--- src/tdc_pkg.sv ---
// ----------------------------------------------------------------------------
// TrueType directory checker package
// Shared constants, event and status codes, and the tag display function.
// ----------------------------------------------------------------------------
package tdc_pkg;

    localparam int unsigned POS_W         = 21;
    localparam int unsigned FIFO_DEPTH    = 4;

    localparam logic [31:0] HDR_BYTES      = 32'd12;
    localparam logic [31:0] TAG_TRUETYPE   = 32'h0001_0000;
    localparam logic [31:0] TAG_APPLE      = 32'h7472_7565;
    localparam logic [31:0] TAG_COLLECTION = 32'h7474_6366;
    localparam logic [31:0] TAG_CFF        = 32'h4F54_544F;
    localparam logic [7:0]  PRINT_LOW      = 8'h20;
    localparam logic [7:0]  PRINT_END      = 8'h7F;
    localparam logic [7:0]  CHAR_QUERY     = 8'h3F;

    // Low nibble of the byte position at the last byte of each record field
    localparam logic [3:0]  NIB_TAG_END    = 4'd15;
    localparam logic [3:0]  NIB_OFF_END    = 4'd7;
    localparam logic [3:0]  NIB_LEN_END    = 4'd11;
    localparam logic [POS_W-1:0] POS_FLAVOUR_END = POS_W'(3);
    localparam logic [POS_W-1:0] POS_COUNT_END   = POS_W'(5);
    localparam logic [POS_W-1:0] POS_HDR_END     = POS_W'(12);

    // Kind of work the back end has to do for one byte
    typedef enum logic [2:0] {
        EV_NONE    = 3'd0,
        EV_START   = 3'd1,
        EV_FLAVOUR = 3'd2,
        EV_COUNT   = 3'd3,
        EV_TAG     = 3'd4,
        EV_OFFSET  = 3'd5,
        EV_LENGTH  = 3'd6
    } t_ev_kind;

    typedef enum logic [2:0] {
        ST_OK          = 3'd0,
        ST_SHORT       = 3'd1,
        ST_COLLECTION  = 3'd2,
        ST_CFF         = 3'd3,
        ST_BAD_FLAVOUR = 3'd4,
        ST_NO_TABLES   = 3'd5,
        ST_DIR_OVERRUN = 3'd6,
        ST_TBL_OVERRUN = 3'd7
    } t_status;

    typedef struct packed {
        t_ev_kind    kind;
        logic [31:0] field;
        logic [31:0] size;
    } t_event;

    typedef struct packed {
        logic full;
        logic empty;
    } t_fifo_stat;

    // Replace non-printable tag bytes with a question mark
    function automatic logic [31:0] shown_tag(input logic [31:0] tag);
        logic [31:0] res;
        logic [7:0]  b;
        res = '0;
        for (int i = 0; i < 4; i++) begin
            b = tag[8*i +: 8];
            if (b < PRINT_LOW || b >= PRINT_END) begin
                b = CHAR_QUERY;
            end
            res[8*i +: 8] = b;
        end
        return res;
    endfunction

endpackage

--- src/tdc_back.sv ---
// ----------------------------------------------------------------------------
// TrueType directory checker back end
// Runs the header and record checks and holds the verdict register.
// ----------------------------------------------------------------------------
module tdc_back
    import tdc_pkg::*;
(
    input  logic        i_clk,
    input  logic        i_rst_n,
    input  t_event      i_event,
    input  logic        i_avail,
    output logic        o_pop,
    input  logic        i_out_ready,
    output logic        o_out_valid,
    output logic [2:0]  o_status,
    output logic [15:0] o_bad_table_index,
    output logic [31:0] o_shown_tag
);

    logic        r_verdict, n_verdict;
    logic [15:0] r_count, n_count;
    logic [15:0] r_index, n_index;
    logic [31:0] r_tag, n_tag;
    logic [31:0] r_offset, n_offset;
    logic        r_out_valid;
    t_status     r_status, w_status;
    logic [15:0] r_out_index, w_index;
    logic [31:0] r_out_tag, w_tag;
    logic        w_emit;
    logic [20:0] w_dir_end;
    logic [15:0] w_next_index;
    logic        w_tbl_bad;

    assign o_pop        = i_avail && (!r_out_valid || i_out_ready);
    assign w_dir_end    = 21'd12 + {1'b0, i_event.field[15:0], 4'd0};
    assign w_next_index = r_index + 16'd1;
    assign w_tbl_bad    = (r_offset > i_event.size) ||
                          (i_event.field > (i_event.size - r_offset));

    // Evaluate the popped event
    always_comb begin
        n_verdict = r_verdict;
        n_count   = r_count;
        n_index   = r_index;
        n_tag     = r_tag;
        n_offset  = r_offset;
        w_emit    = 1'b0;
        w_status  = ST_OK;
        w_index   = '0;
        w_tag     = '0;
        if (o_pop) begin
            unique case (i_event.kind)
                EV_START: begin
                    n_verdict = 1'b0;
                    n_count   = '0;
                    n_index   = '0;
                    n_tag     = '0;
                    n_offset  = '0;
                    if (i_event.size < HDR_BYTES) begin
                        w_emit   = 1'b1;
                        w_status = ST_SHORT;
                    end
                end
                EV_FLAVOUR: begin
                    if (!r_verdict) begin
                        w_tag = shown_tag(i_event.field);
                        if (i_event.field == TAG_COLLECTION) begin
                            w_emit   = 1'b1;
                            w_status = ST_COLLECTION;
                        end else if (i_event.field == TAG_CFF) begin
                            w_emit   = 1'b1;
                            w_status = ST_CFF;
                        end else if (i_event.field != TAG_TRUETYPE &&
                                     i_event.field != TAG_APPLE) begin
                            w_emit   = 1'b1;
                            w_status = ST_BAD_FLAVOUR;
                        end
                    end
                end
                EV_COUNT: begin
                    if (!r_verdict) begin
                        n_count = i_event.field[15:0];
                        if (i_event.field[15:0] == 16'd0) begin
                            w_emit   = 1'b1;
                            w_status = ST_NO_TABLES;
                        end else if ({11'd0, w_dir_end} > i_event.size) begin
                            w_emit   = 1'b1;
                            w_status = ST_DIR_OVERRUN;
                        end
                    end
                end
                EV_TAG: begin
                    if (!r_verdict) begin
                        n_tag = i_event.field;
                    end
                end
                EV_OFFSET: begin
                    if (!r_verdict) begin
                        n_offset = i_event.field;
                    end
                end
                EV_LENGTH: begin
                    if (!r_verdict) begin
                        if (w_tbl_bad) begin
                            w_emit   = 1'b1;
                            w_status = ST_TBL_OVERRUN;
                            w_index  = r_index;
                            w_tag    = shown_tag(r_tag);
                        end else begin
                            n_index = w_next_index;
                            if (w_next_index >= r_count) begin
                                w_emit   = 1'b1;
                                w_status = ST_OK;
                            end
                        end
                    end
                end
                EV_NONE: ;
                default: ;
            endcase
            if (w_emit) begin
                n_verdict = 1'b1;
            end
        end
        if (!w_emit) begin
            w_tag = '0;
        end
    end

    // Hold checker state
    always_ff @(posedge i_clk) begin
        if (!i_rst_n) begin
            r_verdict <= 1'b1;
            r_count   <= '0;
            r_index   <= '0;
            r_tag     <= '0;
            r_offset  <= '0;
        end else begin
            r_verdict <= n_verdict;
            r_count   <= n_count;
            r_index   <= n_index;
            r_tag     <= n_tag;
            r_offset  <= n_offset;
        end
    end

    // Output register: load a verdict, drop it once taken
    always_ff @(posedge i_clk) begin
        if (!i_rst_n) begin
            r_out_valid <= 1'b0;
        end else if (w_emit) begin
            r_out_valid <= 1'b1;
        end else if (i_out_ready) begin
            r_out_valid <= 1'b0;
        end
    end

    always_ff @(posedge i_clk) begin
        if (w_emit) begin
            r_status    <= w_status;
            r_out_index <= w_index;
            r_out_tag   <= w_tag;
        end
    end

    assign o_out_valid       = r_out_valid;
    assign o_status          = r_status;
    assign o_bad_table_index = r_out_index;
    assign o_shown_tag       = r_out_tag;

endmodule

--- config.mk ---
export PLATFORM = sky130hd
export DESIGN_NAME = tdc_back
export DESIGN_NICKNAME = d
export VERILOG_FILES = /design/src/tdc_pkg.sv /design/src/tdc_back.sv
export SDC_FILE = /design/constraint.sdc
export NUM_CORES = 1
export LEC_CHECK = 0
export BUFFER_PORTS_ARGS = -buffer_cell sky130_fd_sc_hd__buf_2
export CAP_MARGIN = 20
export CORE_MARGIN = 1
export CORE_UTILIZATION = 45
export CTS_CLUSTER_DIAMETER = 40
export DETAILED_ROUTE_END_ITERATION = 8
export PLACE_DENSITY = 0.65
export SETUP_SLACK_MARGIN = 0.15
export SLEW_MARGIN = 20
export SYNTH_ARGS = -nofsm -noshare
export SYNTH_HDL_FRONTEND = slang
export SYNTH_SLANG_ARGS = --single-unit
--- constraint.sdc ---
create_clock -name i_clk -period 5.3 [get_ports i_clk]
set_input_delay 0.53 -clock i_clk [delete_from_list [all_inputs] [get_ports i_clk]]
set_output_delay 0.53 -clock i_clk [all_outputs]
set_load 0.01 [all_outputs]
==> results.sh <==
export IMPL_track_usage_pct=26.0
export IMPL_avgSynthCellArea_um2=8.30
export IMPL_vias=9583
export IMPL_cp_slowest_cell="a32o_4"
export IMPL_hpwlAfterDp_um=21800
export IMPL_grt_max_degree=53
export IMPL_dieHeight_um=153
export IMPL_cap_violations=0
export IMPL_grt_first_pass_wirelength_um=47800
export IMPL_ios=124
export IMPL_power_leakage_uw=0.00432
export IMPL_setup_tns_final_ns=0
export IMPL_portBuffers=123
export IMPL_min_path_type="in -> reg"
export IMPL_synthArstFlopShare_pct=0
export IMPL_clk_latency_ns=0.43
export IMPL_worstPathArrival_ns=5.27
export IMPL_final_hold_viol_count=0
export IMPL_diodes=0
export IMPL_status="finished, violations left"
export IMPL_yosys_warnings=0
export IMPL_fin_worst_skew_ns=0.00934
export IMPL_critPathTopFamily="compound AO/OA/AOI/OAI gates"
export IMPL_stdcell_area_um2=11800
export IMPL_postRouteAntennaNets=0
export IMPL_grt_setup_unrepaired="true"
export IMPL_synth_cell_types=76
export IMPL_clkTransAtPathRegs_ns=0.07
export IMPL_antenna_found_initial=1
export IMPL_critPathRequiredTime_ns=5.62
export IMPL_cp_max_fo=8
export IMPL_worstPathCellList="inv_1 > ha_1 > and3_1 > a31oi_1 > o21ai_0 > a41oi_2 > o22ai_2 > o22ai_2 > o21ai_1 > a221oi_2 > xor2_1 > ha_1 > nand4_1 > nor2_1 > a22o_1 > or3_1 > o22a_1 > a21oi_4 > nand4_1 > a32o_4 > mux2_2"
export IMPL_hold_ws_ns=0.442
export IMPL_startpoint_type="flip-flop"
export IMPL_crit_path_end_kind="flip-flop"
export IMPL_fin_crit_sh_pct=93.5
export IMPL_path_buf_inv=1
export IMPL_nNetsFinal=1511
export IMPL_crit_type="reg -> reg"
export IMPL_place_area_um2=11200
export IMPL_finalMaxSlewViolations=0
export IMPL_synth_edf_count=51
export IMPL_initial_utilization_pct=46.3
export IMPL_synth_seq_cells=149
export IMPL_core_um2=22000
export IMPL_root_buffer="clkbuf_16"
export IMPL_numCtsBuffers=17
export IMPL_final_setup_viol_count=0
export IMPL_slew_limit_headroom_pct=39.4
export IMPL_avgViaCountPerCell=5.86
export IMPL_cts_sinks=149
export IMPL_reg2reg_slack_ns=0.35
export IMPL_cts_tree="built"
export IMPL_netlist_instances=1230
export IMPL_syn_to_final_growth_pct=15.8
export IMPL_worst_slew_pin_slew_ns=0.886
export IMPL_dr_pass1_iters=8
export IMPL_cts_max_path_buffers=2
export IMPL_row_count=54
export IMPL_die_w_um=153
export IMPL_syn_area_um2=10200
export IMPL_setup_ws_ns=0.347
export IMPL_wl_per_cell_um=18.5
export IMPL_hold_buffers=0
export IMPL_synth_top_flop_cell="dfxtp_1"
export IMPL_drc=10
export IMPL_drive_gt1_share_pct=16.4
export IMPL_vdd_ir_drop_max_mv=0.198
export IMPL_power_per_cell_area_nw_per_um2=239
export IMPL_pre_cts_ws_ns=0.0110
export IMPL_drtIter0Drc=733
export IMPL_gp_congestion=0.930
export IMPL_critPathMaxStageDelay_ns=0.37
export IMPL_fillers=2104
export IMPL_drt_wl_total_um=30300
export IMPL_grt_pass1_vias=9062
export IMPL_overflow=0
export IMPL_violations="design-rule violations"
export IMPL_ys_seq_area_share_pct=34.2
export IMPL_h_tree_depth=4
export IMPL_die_area_um2=23300
export IMPL_min_period_ns=4.95
export IMPL_fmax_mhz=202
-- Yosys cell counts, types with 13 or more instances --
cell,number,area [um2]
nand3_1,100,500
o21ai_0,93,465
xor2_1,23,201
clkbuf_1,42,158
nor2_1,59,221
ha_1,97,1210
a21boi_0,82,616
inv_1,93,349
dfxtp_1,98,1960
a21o_1,22,165
nor3_1,15,75.1
edfxtp_1,51,1530
nand2b_1,18,113
nand4_1,31,194
o22a_1,13,114
and3_1,26,163
xnor2_1,14,123
a21oi_1,83,415
nand2_1,122,458
-- cells by family after synthesis --
logic type / after synthesis / share of synthesized area (%)
mux: 1 / 0.110
fa+ha+maj: 98 / 12.1
buf+inv: 146 / 5.54
compound gates: 364 / 23.3
flops: 149 / 34.2
xor+xnor: 37 / 3.17
simple gates: 434 / 21.5
other cells: 1 / 0.0367
-- power breakdown --
group	total, uW	switching, uW	internal, uW	leakage [uW]
clock	1220	549	669	0.000285
combinational	424	264	160	0.00286
sequential	1180	3.40	1180	0.00117
total	2820	816	2010	0.00432
-- stage by stage --
stage	std cells	utilization [%]	total power [uW]
finish	1635	53.7	2820
global route	1635	53.7	2930
CTS	1632	53.4	2830
detailed placement	1600	50.7	1620
global placement	1600	50.7	1610
floorplan	1233	-	1470
-- layout make-up --
type / instances / area (um2) / share of cell area (%)
inverter: 93 / 353 / 2.98
timing repair buffer: 142 / 774 / 6.55
tap: 280 / 350 / 2.96
clock inverter: 15 / 164 / 1.39
clock buffer: 17 / 425 / 3.60
multi-input combinational: 939 / 6260 / 53.0
sequential: 149 / 3490 / 29.6
-- repair_timing --
item,4_1_cts,5_1_grt
setup buffers,0,2
resized for setup,0,11
setup endpoints to repair,0,113
-- tightest hold or removal path: stages --
cell and delay [ns]:
buf_2 0.15, nand3_1 0.07, a21boi_0 0.07
-- registers in the layout, indices dropped and copies added (netlist names) --
register / cells
r_verdict: 1
o_bad_table_index: 16
r_offset: 32
r_count: 16
o_out_valid: 1
o_status: 3
o_shown_tag: 32
r_index: 16
r_tag: 32
-- worst paths after layout --
path / cells past startpoint / from / to
max: 21 / r_offset[10]$_SDFFE_PN0P_ / r_index[0]$_SDFFE_PN0P_
min: 3 / i_event[60] / r_offset[28]$_SDFFE_PN0P_
max reg2reg: 21 / r_offset[10]$_SDFFE_PN0P_ / r_index[0]$_SDFFE_PN0P_
min reg2reg: 2 / r_offset[31]$_SDFFE_PN0P_ / r_offset[31]$_SDFFE_PN0P_
-- layer usage --
metal  wire length, um  track usage, %
met5                13               0
met4               755            9.38
met3              2040            4.81
met2             14300            43.7
met1             13200            33.2
-- layout by cell type, fill, tap and decap left out, drive strengths merged, types with 5 or more instances in the layout --
cell type,netlist,routed
a21boi,83,83
a21oi,86,86
o21a,8,8
nor2b,12,12
o21bai,8,8
inv,93,100
xnor2,14,14
clkbuf,42,17
xor2,23,23
nand4,31,31
dfxtp,98,98
o21ai,98,98
a211oi,6,6
nand3,102,102
nor4,12,12
buf,11,142
or4,5,5
and3,33,33
o22a,13,13
nand2,123,123
and2,5,5
nand2b,18,18
o211ai,7,7
nor2,60,60
ha,97,97
nor3,15,15
or3,5,5
a21o,22,22
edfxtp,51,51
(Power assumes the default switching activity.)
